File: src/hdl/grid_line_cell_rasterizer_defines.svh
// ============================================================================
// Grid line cell rasterizer assertion macros
// Shared concurrent assertion forms, clocked on aclk and disabled in reset.
// ============================================================================
`ifndef GRID_LINE_CELL_RASTERIZER_DEFINES_SVH
`define GRID_LINE_CELL_RASTERIZER_DEFINES_SVH

// Same-cycle implication.
`define GLCR_ASSERT_IMP(label, ante, cons, msg) \
    label: assert property (@(posedge aclk) disable iff (!aresetn) (ante) |-> (cons)) \
        else $error(msg);

// Next-cycle implication.
`define GLCR_ASSERT_NXT(label, ante, cons, msg) \
    label: assert property (@(posedge aclk) disable iff (!aresetn) (ante) |=> (cons)) \
        else $error(msg);

`endif

File: src/hdl/glcr_pkg.sv
// ============================================================================
// Grid line cell rasterizer package
// Widths, fixed-point constants, types and cell index helpers.
// ============================================================================
package glcr_pkg;

    localparam int COORD_BITS = 24;
    localparam int FRAC_BITS  = 8;
    localparam int MAX_CELLS  = 64;
    localparam int CELL_BITS  = 17;

    localparam int WIDE_BITS = COORD_BITS + 2;
    localparam int QUO_BITS  = FRAC_BITS + 1;
    localparam int QCNT_BITS = $clog2(QUO_BITS + 1);
    localparam int CNT_BITS  = (MAX_CELLS > 2) ? $clog2(MAX_CELLS) : 1;

    typedef logic signed [COORD_BITS-1:0] coord_t;
    typedef logic signed [COORD_BITS:0]   diff_t;
    typedef logic signed [WIDE_BITS-1:0]  wide_t;
    typedef logic        [COORD_BITS-1:0] mag_t;
    typedef logic        [QUO_BITS-1:0]   quo_t;
    typedef logic signed [QUO_BITS:0]     stepq_t;
    typedef logic signed [CELL_BITS-1:0]  cell_t;

    localparam wide_t ONE_Q     = wide_t'(1 << FRAC_BITS);
    localparam wide_t FRAC_MASK = ONE_Q - wide_t'(1);

    // Cell index of x plus a fraction below one unit; frac is set when that
    // fraction is nonzero. Negative values map to trunc(v - 1.0).
    function automatic cell_t cell_of(input wide_t x, input logic frac);
        wide_t t;
        wide_t c;
        if (x >= 0) begin
            c = x >>> FRAC_BITS;
        end else begin
            t = ONE_Q - x - wide_t'(frac);
            c = -(t >>> FRAC_BITS);
        end
        return cell_t'(c);
    endfunction

    // Largest value whose truncation toward zero does not exceed that of me.
    function automatic wide_t trunc_bound(input wide_t me);
        wide_t masked;
        masked = (-me) & ~FRAC_MASK;
        if (me >= 0) begin
            return me | FRAC_MASK;
        end else if (masked == '0) begin
            return FRAC_MASK;
        end else begin
            return -masked;
        end
    endfunction

endpackage

File: src/hdl/glcr_div.sv
// ============================================================================
// Grid line cell rasterizer slope divider
// Restoring divider, one compare-subtract per cycle, for the per-cell slope.
// ============================================================================
module glcr_div import glcr_pkg::*; (
    input  logic aclk,
    input  logic aresetn,
    input  logic start,
    input  mag_t dividend,
    input  mag_t divisor,
    output logic done,
    output quo_t quotient,
    output mag_t remainder
);

    logic                 busy_reg;
    logic                 first_reg;
    logic                 done_reg;
    logic [QCNT_BITS-1:0] cnt_reg;
    mag_t                 rem_reg;
    quo_t                 quo_reg;

    logic [COORD_BITS:0] trial;
    logic                fits;
    mag_t                rem_next;

    // The quotient is dividend/divisor scaled by one unit; the dividend never
    // exceeds the divisor, so the partial remainder stays below twice the divisor.
    always_comb begin
        trial    = first_reg ? {1'b0, rem_reg} : {rem_reg, 1'b0};
        fits     = trial >= {1'b0, divisor};
        rem_next = fits ? mag_t'(trial - {1'b0, divisor}) : mag_t'(trial);
    end

    always_ff @(posedge aclk) begin
        if (!aresetn) begin
            busy_reg  <= 1'b0;
            first_reg <= 1'b0;
            done_reg  <= 1'b0;
            cnt_reg   <= '0;
        end else begin
            done_reg <= 1'b0;
            if (start) begin
                busy_reg  <= 1'b1;
                first_reg <= 1'b1;
                cnt_reg   <= QCNT_BITS'(QUO_BITS);
                rem_reg   <= dividend;
            end else if (busy_reg) begin
                rem_reg   <= rem_next;
                quo_reg   <= quo_t'({quo_reg, fits});
                first_reg <= 1'b0;
                cnt_reg   <= cnt_reg - QCNT_BITS'(1);
                if (cnt_reg == QCNT_BITS'(1)) begin
                    busy_reg <= 1'b0;
                    done_reg <= 1'b1;
                end
            end
        end
    end

    assign done      = done_reg;
    assign quotient  = quo_reg;
    assign remainder = rem_reg;

endmodule

File: src/hdl/grid_line_cell_rasterizer.sv
// ============================================================================
// Grid line cell rasterizer
// Walks one line segment per transaction and emits the grid cells it covers.
// ============================================================================
// Usage: the s_ channel carries one segment per transaction, two endpoints in
// signed Q15.8. The m_ channel returns one grid cell per transaction; the
// final cell of a segment has m_last_cell set, and m_cut_short is set on it
// when the walk was stopped by the limit of 64 cells.
// After a segment transaction the block computes the endpoint deltas and
// orders the endpoints, runs the slope divider (a start, nine quotient bits
// at one per cycle through a single compare-subtract unit and a done) and
// does a setup step before the first cell is presented.
// Throughput: one cell per cycle after that while the receiver takes each
// cell, produced by the one-step incremental walker.
// s_ready is high only while no segment is being worked on; the last cell of
// a segment may still wait in the output register when the next segment is
// taken. When the receiver stalls, the walk holds and the output register
// keeps its cell. Reset (aresetn low, synchronous) drops any segment and any
// waiting cell and leaves the block idle and ready.
// ============================================================================
`include "grid_line_cell_rasterizer_defines.svh"

module grid_line_cell_rasterizer import glcr_pkg::*; (
    input  logic   aclk,
    input  logic   aresetn,
    input  logic   s_valid,
    output logic   s_ready,
    input  coord_t s_start_x,
    input  coord_t s_start_y,
    input  coord_t s_end_x,
    input  coord_t s_end_y,
    output logic   m_valid,
    input  logic   m_ready,
    output cell_t  m_cell_x,
    output cell_t  m_cell_y,
    output logic   m_last_cell,
    output logic   m_cut_short
);

    typedef enum logic [2:0] {
        ST_IDLE,
        ST_DIFF,
        ST_ORDER,
        ST_DIV,
        ST_FIX,
        ST_WALK
    } state_t;

    state_t state_reg;

    // Captured endpoints and their deltas.
    coord_t sx_reg, sy_reg, ex_reg, ey_reg;
    diff_t  dx_reg, dy_reg;

    // Ordered segment: major start/end, minor start/end, slope operands.
    coord_t ms_reg, me_reg, ns_reg, ne_reg;
    mag_t   dmaj_reg;
    mag_t   dmin_mag_reg;
    logic   dmin_neg_reg;
    logic   y_major_reg;
    logic   flat_reg;
    logic   div_start_reg;

    // Walk limits and per-step increments.
    wide_t  bound_reg;
    wide_t  stop_lim_reg;
    wide_t  clamp_lim_reg;
    stepq_t step_q_reg;
    mag_t   step_r_reg;

    // Walk state.
    coord_t              m_pos_reg;
    coord_t              minor_reg;
    mag_t                frac_rem_reg;
    logic [CNT_BITS-1:0] cnt_reg;

    // Output register.
    logic  m_valid_reg;
    cell_t m_cell_x_reg, m_cell_y_reg;
    logic  m_last_cell_reg, m_cut_short_reg;

    // Divider.
    logic div_done;
    quo_t div_quo;
    mag_t div_rem;

    glcr_div u_div (
        .aclk      (aclk),
        .aresetn   (aresetn),
        .start     (div_start_reg),
        .dividend  (dmin_mag_reg),
        .divisor   (dmaj_reg),
        .done      (div_done),
        .quotient  (div_quo),
        .remainder (div_rem)
    );

    // ------------------------------------------------------------------
    // Endpoint ordering. The swap follows the sign of the major delta, and
    // the minor slope sign flips with it.
    // ------------------------------------------------------------------
    diff_t abs_dx, abs_dy, d_maj, d_min;
    logic  y_major, swap, dmin_neg, flat;

    always_comb begin
        abs_dx   = (dx_reg < 0) ? -dx_reg : dx_reg;
        abs_dy   = (dy_reg < 0) ? -dy_reg : dy_reg;
        y_major  = abs_dy >= abs_dx;
        d_maj    = y_major ? dy_reg : dx_reg;
        d_min    = y_major ? dx_reg : dy_reg;
        swap     = d_maj < 0;
        dmin_neg = swap ? (d_min > 0) : (d_min < 0);
        flat     = (dx_reg == '0) || (dy_reg == '0);
    end

    // ------------------------------------------------------------------
    // Walk datapath. The minor coordinate is kept as an exact floor value
    // plus a remainder against the major delta, advanced by one slope step.
    // ------------------------------------------------------------------
    logic [COORD_BITS:0] rsum;
    logic                carry;
    mag_t                walk_rem_next;
    coord_t              walk_minor_next;
    coord_t              walk_pos_next;
    cell_t               cell_maj, cell_min;
    logic                at_end, at_cap, clamp, walk_last, out_free;

    always_comb begin
        rsum            = {1'b0, frac_rem_reg} + {1'b0, step_r_reg};
        carry           = rsum >= {1'b0, dmaj_reg};
        walk_rem_next   = carry ? mag_t'(rsum - {1'b0, dmaj_reg}) : mag_t'(rsum);
        walk_minor_next = coord_t'(wide_t'(minor_reg) + wide_t'(step_q_reg)
                                   + wide_t'(carry));
        walk_pos_next   = coord_t'(wide_t'(m_pos_reg) + ONE_Q);
        cell_maj        = cell_of(wide_t'(m_pos_reg), 1'b0);
        cell_min        = cell_of(wide_t'(minor_reg), frac_rem_reg != '0);
        at_end          = wide_t'(m_pos_reg) > stop_lim_reg;
        at_cap          = cnt_reg == CNT_BITS'(MAX_CELLS - 1);
        clamp           = !flat_reg && (wide_t'(m_pos_reg) > clamp_lim_reg);
        walk_last       = at_end || at_cap;
        out_free        = !m_valid_reg || m_ready;
    end

    // ------------------------------------------------------------------
    // Sequencer, datapath registers and output register.
    // ------------------------------------------------------------------
    always_ff @(posedge aclk) begin
        if (!aresetn) begin
            state_reg     <= ST_IDLE;
            div_start_reg <= 1'b0;
            m_valid_reg   <= 1'b0;
            cnt_reg       <= '0;
        end else begin
            div_start_reg <= 1'b0;
            if (m_valid_reg && m_ready) begin
                m_valid_reg <= 1'b0;
            end

            unique case (state_reg)
                ST_IDLE: begin
                    if (s_valid) begin
                        sx_reg    <= s_start_x;
                        sy_reg    <= s_start_y;
                        ex_reg    <= s_end_x;
                        ey_reg    <= s_end_y;
                        state_reg <= ST_DIFF;
                    end
                end
                ST_DIFF: begin
                    dx_reg    <= diff_t'(ex_reg) - diff_t'(sx_reg);
                    dy_reg    <= diff_t'(ey_reg) - diff_t'(sy_reg);
                    state_reg <= ST_ORDER;
                end
                ST_ORDER: begin
                    if (y_major) begin
                        ms_reg <= swap ? ey_reg : sy_reg;
                        me_reg <= swap ? sy_reg : ey_reg;
                        ns_reg <= swap ? ex_reg : sx_reg;
                        ne_reg <= swap ? sx_reg : ex_reg;
                    end else begin
                        ms_reg <= swap ? ex_reg : sx_reg;
                        me_reg <= swap ? sx_reg : ex_reg;
                        ns_reg <= swap ? ey_reg : sy_reg;
                        ne_reg <= swap ? sy_reg : ey_reg;
                    end
                    dmaj_reg      <= mag_t'(y_major ? abs_dy : abs_dx);
                    dmin_mag_reg  <= mag_t'(y_major ? abs_dx : abs_dy);
                    dmin_neg_reg  <= dmin_neg;
                    y_major_reg   <= y_major;
                    flat_reg      <= flat;
                    div_start_reg <= 1'b1;
                    state_reg     <= ST_DIV;
                end
                ST_DIV: begin
                    bound_reg <= trunc_bound(wide_t'(me_reg));
                    if (div_done) begin
                        state_reg <= ST_FIX;
                    end
                end
                ST_FIX: begin
                    // Turn the magnitude quotient into a floor quotient with a
                    // nonnegative remainder.
                    if (!dmin_neg_reg) begin
                        step_q_reg <= stepq_t'({1'b0, div_quo});
                        step_r_reg <= div_rem;
                    end else if (div_rem == '0) begin
                        step_q_reg <= -stepq_t'({1'b0, div_quo});
                        step_r_reg <= '0;
                    end else begin
                        step_q_reg <= ~stepq_t'({1'b0, div_quo});
                        step_r_reg <= dmaj_reg - div_rem;
                    end
                    stop_lim_reg  <= bound_reg - ONE_Q;
                    clamp_lim_reg <= wide_t'(me_reg) - ONE_Q;
                    m_pos_reg     <= ms_reg;
                    minor_reg     <= ns_reg;
                    frac_rem_reg  <= '0;
                    cnt_reg       <= '0;
                    state_reg     <= ST_WALK;
                end
                ST_WALK: begin
                    if (out_free) begin
                        m_valid_reg     <= 1'b1;
                        m_cell_x_reg    <= y_major_reg ? cell_min : cell_maj;
                        m_cell_y_reg    <= y_major_reg ? cell_maj : cell_min;
                        m_last_cell_reg <= walk_last;
                        m_cut_short_reg <= !at_end && at_cap;
                        if (walk_last) begin
                            state_reg <= ST_IDLE;
                        end else begin
                            cnt_reg <= cnt_reg + CNT_BITS'(1);
                            if (clamp) begin
                                // Overshooting step lands on the end point,
                                // where the minor coordinate is exact.
                                m_pos_reg    <= me_reg;
                                minor_reg    <= ne_reg;
                                frac_rem_reg <= '0;
                            end else begin
                                m_pos_reg <= walk_pos_next;
                                if (!flat_reg) begin
                                    minor_reg    <= walk_minor_next;
                                    frac_rem_reg <= walk_rem_next;
                                end
                            end
                        end
                    end
                end
                default: begin
                    state_reg <= ST_IDLE;
                end
            endcase
        end
    end

    assign s_ready     = (state_reg == ST_IDLE);
    assign m_valid     = m_valid_reg;
    assign m_cell_x    = m_cell_x_reg;
    assign m_cell_y    = m_cell_y_reg;
    assign m_last_cell = m_last_cell_reg;
    assign m_cut_short = m_cut_short_reg;

    // ------------------------------------------------------------------
    // Assertions
    // ------------------------------------------------------------------
    `GLCR_ASSERT_IMP(a_cut_implies_last, m_valid && m_cut_short, m_last_cell,
        "cut_short set on a cell that is not the last")
    `GLCR_ASSERT_IMP(a_rem_below_major, (state_reg == ST_WALK) && !flat_reg,
        frac_rem_reg < dmaj_reg, "walk remainder not below the major delta")
    `GLCR_ASSERT_IMP(a_div_done_in_div, div_done, state_reg == ST_DIV,
        "divider finished outside the divide phase")
    `GLCR_ASSERT_NXT(a_last_ends_walk,
        (state_reg == ST_WALK) && out_free && walk_last,
        (state_reg == ST_IDLE) && m_valid && m_last_cell,
        "last cell did not end the walk")

endmodule
File: config.mk
export PLATFORM = sky130hd
export DESIGN_NAME = grid_line_cell_rasterizer
export DESIGN_NICKNAME = d
export VERILOG_FILES = /design/src/hdl/glcr_pkg.sv /design/src/hdl/glcr_div.sv /design/src/hdl/grid_line_cell_rasterizer.sv
export VERILOG_INCLUDE_DIRS = /design/src /design/src/hdl
export SDC_FILE = /design/constraint.sdc
export NUM_CORES = 1
export LEC_CHECK = 0
export ABC_AREA = 1
export BUFFER_PORTS_ARGS = -buffer_cell sky130_fd_sc_hd__buf_2
export CORE_UTILIZATION = 30
export DETAILED_ROUTE_END_ITERATION = 7
export PLACE_DENSITY_LB_ADDON = 0.3
export SLEW_MARGIN = 20
export SYNTH_ARGS = -nofsm -noshare
export SYNTH_HDL_FRONTEND = slang
export SYNTH_SLANG_ARGS = --single-unit
File: constraint.sdc
create_clock -name aclk -period 23.5 [get_ports aclk]
set_input_delay 3.525 -clock aclk [delete_from_list [all_inputs] [get_ports aclk]]
set_output_delay 3.525 -clock aclk [all_outputs]
set_load 0.005 [all_outputs]
# Yosys cells after proc, flatten, opt, wreduce, memory -nomap -nowiden
# Index checks and enable logic that the tools add are counted.
# W data, S select, Z words.
[totals] ff_bits=564 input_bits=100 output_inout_bits=38
[op_classes] addsub=23 order_cmp=13 n_eq_ne=13 n_mux=64 n_bitwise=4 n_reduce_logical=32
[op_table] operator="$mux W24" n=27
[op_table] operator="$pmux W24 S2" n=3
[op_table] operator="$mux W25" n=5
[op_table] operator="$lt A25 B1 Y1 const B" n=4
[op_table] operator="$ge A24 B1 Y1 const B" n=3
[op_table] operator="$sub A24 B24 Y24" n=3
[op_table] operator="$mux W17" n=4
[op_table] operator="$gt A24 B26 Y1" n=2
[op_table] operator="$mux W26" n=2
[op_table] operator="$ge A25 B24 Y1" n=2
[op_table] operator="$logic_not A25 Y1" n=2
[op_table] operator="$neg A25 Y25" n=2
[op_table] operator="$sub A10 B24 Y25 const A" n=2
[op_table] operator="$sub A24 B24 Y25" n=2
[op_table] operator="$neg A17 Y17" n=2
[op_table] operator="$logic_not A26 Y1" n=1
[op_table] operator="$neg A24 Y26" n=1
[op_table] operator="$neg A26 Y26" n=1
[op_table] operator="$sub A26 B10 Y26 const B" n=1
[op_table] operator="$add A24 B24 Y25" n=1
[op_table] operator="$ge A25 B25 Y1" n=1
[op_table] operator="$gt A25 B1 Y1 const B" n=1
[op_table] operator="$sub A24 B10 Y25 const B" n=1
[op_table] operator="$sub A25 B2 Y25" n=1
[op_table] operator="37 further kinds" n=75

# Longest topological paths before layout
[depth] ltp_word=8 mapped_depth=39 depth_no_buf=38

# Cells and area by module
# Synthesis repeated with hierarchy kept, for this count alone.
[hier_totals] hier_cells=4823 hier_area_um2=39561.7
[modules_own_cells] mod="grid_line_cell_rasterizer" n_inst=1 cells_each=4132 area_each_um2=35302.6
[modules_own_cells] mod="glcr_div" n_inst=1 cells_each=691 area_each_um2=4259.1

# Worst setup path after synthesis
# No wires, ideal clock.
[synth_timing] kind="input to register" start="in aresetn" end="reg dmaj_reg[0] (enable)" setup_ns=0.834 t_arrival_ns=13.541 required_time_ns=22.666 setup_slack_ns=9.124 path_stages=2 path_cell_list="nand2_1 nor3_1"
[synth_between] elab_chain_len=1
[synth_lines] item="from (decl)" line_no="grid_line_cell_rasterizer.sv:25" text="input logic aresetn,"
[synth_lines] item="$reduce_and A2 Y1 (no source line)"
[synth_lines] item="to (signal assigned)" line_no="grid_line_cell_rasterizer.sv:186" text="dmaj_reg <= mag_t'(y_major ? abs_dy : abs_dx);"
[synth_lines] item="to (decl)" line_no="grid_line_cell_rasterizer.sv:57" text="mag_t dmaj_reg;"
# No other way between the ends.
# A chain may end at the register's enable or synchronous reset.

# Worst setup path after layout
[layout_timing] start="reg frac_rem_reg[0]" end="reg minor_reg[16] (data pin)"
[layout_between] elab_chain_len=8
[layout_lines] item="from (decl)" line_no="grid_line_cell_rasterizer.sv:74" text="mag_t frac_rem_reg;"
[layout_lines] item="from (signal assigned)" line_no="grid_line_cell_rasterizer.sv:242" text="frac_rem_reg <= walk_rem_next;"
[layout_lines] item="$add A24 B24 Y25" line_no="grid_line_cell_rasterizer.sv:129" text="rsum = {1'b0, frac_rem_reg} + {1'b0, step_r_reg};"
[layout_lines] item="$ge A25 B24 Y1" line_no="grid_line_cell_rasterizer.sv:130" text="carry = rsum >= {1'b0, dmaj_reg};"
[layout_lines] item="$add A24 B2 Y24" line_no="grid_line_cell_rasterizer.sv:133" text="+ wide_t'(carry));"
[layout_lines] item="$mux W24" line_no="grid_line_cell_rasterizer.sv:240" text="if (!flat_reg) begin"
[layout_lines] item="$mux W24" line_no="grid_line_cell_rasterizer.sv:232" text="if (clamp) begin"
[layout_lines] item="$mux W24" line_no="grid_line_cell_rasterizer.sv:228" text="if (walk_last) begin"
[layout_lines] item="$mux W24" line_no="grid_line_cell_rasterizer.sv:222" text="if (out_free) begin"
[layout_lines] item="$pmux W24 S2" line_no="grid_line_cell_rasterizer.sv:159" text="unique case (state_reg)"
[layout_lines] item="to (signal assigned)" line_no="grid_line_cell_rasterizer.sv:216" text="minor_reg <= ns_reg;"
[layout_lines] item="to (signal assigned)" line_no="grid_line_cell_rasterizer.sv:236" text="minor_reg <= ne_reg;"
[layout_lines] item="to (signal assigned)" line_no="grid_line_cell_rasterizer.sv:241" text="minor_reg <= walk_minor_next;"
[layout_lines] item="to (decl)" line_no="grid_line_cell_rasterizer.sv:73" text="coord_t minor_reg;"
# No other way between the ends. The select of a mux whose other input is x is not followed.

==> run_results.csv <==
group,metric,value,unit
power,p_leak,19.0,nW
power,p_per_area,107,nW/um2
routing,vias_per_cell,4.90,
logic_synthesis,synth_xor_xnor_area_share,6.23,%
clock_network,cts_inserted_buffers,68,
timing,fmax,142,MHz
logic_synthesis,muxShareOfSynthArea,0,%
power,switchingPower,2.02,mW
routing,drt_first_pass_iters,7,
logic_synthesis,syn_area_per_cell,8.19,um2
floorplanning,die_y,364,um
logic_synthesis,yosys.area_share.simple,24.4,%
logic_synthesis,synthAdderAreaFrac,9.65,%
cells_and_area,syn_to_final_growth,12.3,%
min_path,min_path_cells,0,
timing,drv_slew,0,
clock_network,clk_pin_slew_worst_paths,0.06,ns
floorplanning,fp.dieW,364,um
logic_synthesis,synth_top_family_by_area,"simple AND/OR/NAND/NOR gates",
clock_network,h-tree-depth,3,
clock_network,ctsResizeCount,0,
cells_and_area,post_route_cells_drive_above_1_share,8.32,%
timing,fin_crit,7.03,ns
logic_synthesis,synth_edf_count,531,
routing,post_drt_wl_per_cell,17.9,um
global_routing,grt_pass1_wl,182,mm
worst_setup_path,critPathArrivalTime,7.43,ns
global_routing,grt_use_total,17.8,%
floorplanning,core_area,130000,um2
placement,portBuffers,137,
logic_synthesis,ys_seq_area_share,41.5,%
job,cap_violations,0,
logic_synthesis,synth_nets,5191,
power,sw_frac_of_total,43.0,%
clock_network,clock_sinks,549,
worst_setup_path,crit_fanout,39,
power,p_int,2.68,mW
floorplanning,dieArea,132000,um2
logic_synthesis,ys_types,75,
floorplanning,io_pins,138,
worst_setup_path,timing.rr.start,"frac_rem_reg[0]$_SDFFCE_PP0P_",
routing,drc_errors,0,
placement,dp_hpwl,95.2,mm
logic_synthesis,synth_ff_type,"edfxtp_1",
cells_and_area,final_common_cell,"nand2_1",
min_path,worstHoldStart,"me_reg[2]$_DFFE_PP_",
worst_setup_path,startpoint_type,"register",
worst_setup_path,r2r_slack,16.47,ns
worst_setup_path,cp-end-kind,"register",
run_status,outcome,"finished, final reports clean",
worst_setup_path,cp.required,23.90,ns
floorplanning,rows,132,
power,seq_power_share,31.3,%
worst_setup_path,crit_buf_inv,5,
global_routing,antenna_found_initial,1,
placement,postPlaceCellArea,41800,um2
worst_setup_path,critPathSlowestCell,"fa_1",
clock_network,cts_tree,"built",
worst_setup_path,crit_type,"register to register",
timing,slew_headroom,25.5,%
routing,finalWirelength,120,mm
routing,vias,32791,
logic_synthesis,syn-cell-area,39200,um2
logic_synthesis,ys_warn_count,0,
timing,setup_violations,0,
logic_synthesis,yosysTopAreaCellShare,40.6,%
timing,fin_worst_skew,0.0420,ns
cells_and_area,final_cell_mix,"nand2_1, inv_1, edfxtp_1",
worst_setup_path,cpPeakStageDelay,0.51,ns
power,p_clk_share,23.0,%
timing,worst_pin_slew,1.12,ns
clock_network,post_cts_buffers,0,
global_routing,grt_overflow_total,0,
clock_network,clk_latency,0.65,ns
timing,rsz0062_at_grt,"no",
timing,period_share,29.9,%
timing,hold_viol_final,0,
logic_synthesis,synth_area_leaders,"edfxtp_1, nand2_1, ha_1",
worst_setup_path,cpLargestDelayFamily,"compound AO/OA/AOI/OAI gates",
logic_synthesis,ys_async_sr_fraction,0,%
global_routing,grt_max_degree,104,
cells_and_area,layout.nets,5296,
cells_and_area,fin_area,44100,um2
min_path,worstHoldPathType,"register to register",
timing,setup_tns,0,ns
power,ir_worst_vdd,0.0794,mV
routing,ant_nets,0,
logic_synthesis,netlist_instances,4793,
global_routing,grt_pass1_vias,30950,
power,p_comb_share,45.7,%
logic_synthesis,synth_compound_area_share,10.8,%
clock_network,cts-hold-fix-buffers,0,
placement,gp_congestion,0.950,
worst_setup_path,cp_common_cell,"nand2_1",
worst_setup_path,rr_worst_depth,39,
routing,drt_first_iter_violations,2918,
clock_network,cts.path.max_buffers,3,
clock_network,root_buffer,"clkbuf_16",
min_path,whs_endpoint,"clamp_lim_reg[2]$_DFFE_PP_",
floorplanning,initial_utilization,30.3,%
logic_synthesis,synth-seq-cells,549,
logic_synthesis,yosys.area.top_type,"edfxtp_1",
cells_and_area,diodes,0,
worst_setup_path,worstReg2RegEnd,"minor_reg[16]$_DFFE_PP_",
==> cell type report <==
cell class                      count  area, um2
Clock inverter                     40        485
Fill cell                       13486      85600
Multi-Input combinational cell   3503      20100
Timing Repair Buffer              167        911
Tap cell                         1742       2180
Sequential cell                   549      16300
Clock buffer                       82       1800
Inverter                          609       2290
==> synth_stat cells (8+ instances only) <==
library cell and count:
a21o_1 18, a21oi_1 303, a31oi_1 17, buf_1 17, buf_2 38, buf_4 8
clkbuf_1 64, dfxtp_1 18, edfxtp_1 531, fa_1 8, ha_1 290, inv_1 582
inv_2 19, nand2_1 1071, nand2_2 18, nand3_1 489, nand3_2 10, nand3b_1 17
nand4_1 51, nor2_1 341, nor2_2 20, nor2_4 10, nor3_1 65, nor3_2 9
nor3b_1 10, nor4_1 24, o211ai_1 9, o21a_1 11, o21ai_0 291, o21ai_1 29
o21bai_1 15, o22ai_1 15, o31ai_1 13, xnor2_1 79, xor2_1 187
==> how the worst max path moves through the flow <==
stage | startpoint | endpoint | slack [ns] | cells after the start
3_3_place_gp | frac_rem_reg[0]$_SDFFCE_PP0P_ | minor_reg[16]$_DFFE_PP_ | 16.52 | 39
2_1_floorplan | aresetn | dmaj_reg[0]$_DFFE_PP_ | 9.12 | 2
3_5_place_dp | frac_rem_reg[0]$_SDFFCE_PP0P_ | minor_reg[16]$_DFFE_PP_ | 16.43 | 39
4_1_cts | frac_rem_reg[0]$_SDFFCE_PP0P_ | minor_reg[16]$_DFFE_PP_ | 16.44 | 39
6_report | frac_rem_reg[0]$_SDFFCE_PP0P_ | minor_reg[16]$_DFFE_PP_ | 16.47 | 39
5_1_grt | frac_rem_reg[0]$_SDFFCE_PP0P_ | minor_reg[16]$_DFFE_PP_ | 15.67 | 39
==> cells by family after synthesis <==
logic type,Yosys count
and+or+nand+nor,2166
AOI/OAI and AO/OA,766
buffers and inverters,741
DFF,549
adders and majority gates,298
xor gates and xnor gates,273
==> layer usage <==
layer  GRT usage [%]  routed length, um  up-vias
li1                -                  -    16440
met1            25.4              57500    15250
met2            27.9              52300      944
met3            2.06               6450      155
met4            5.61               3290        2
met5               0                 13        -
==> power groups by stage <==
stage               Clock, mW  Combinational [mW]  Sequential (mW)
finish                   1.08                2.15             1.47
global placement            0                2.12             1.49
detailed placement          0                2.13             1.49
global route             1.14                2.41             1.48
floorplan                   0                1.56             1.46
CTS                      1.11                2.14             1.47
==> through the flow <==
stage / hold WS, ns / setup WS (ns) / power (mW) / utilization, % / cells
2_1_floorplan: 0.400 / 9.12 / 3.02 / - / 4793
3_3_place_gp: 0.457 / 16.52 / 3.61 / 32.2 / 6570
3_5_place_dp: 0.458 / 16.43 / 3.62 / 32.2 / 6570
4_1_cts: 0.459 / 16.44 / 4.72 / 34.0 / 6692
5_1_grt: 0.470 / 15.67 / 5.04 / 34.0 / 6692
6_report: 0.459 / 16.47 / 4.70 / 34.0 / 6692
Note: power is estimated with default switching activity, not from simulation.
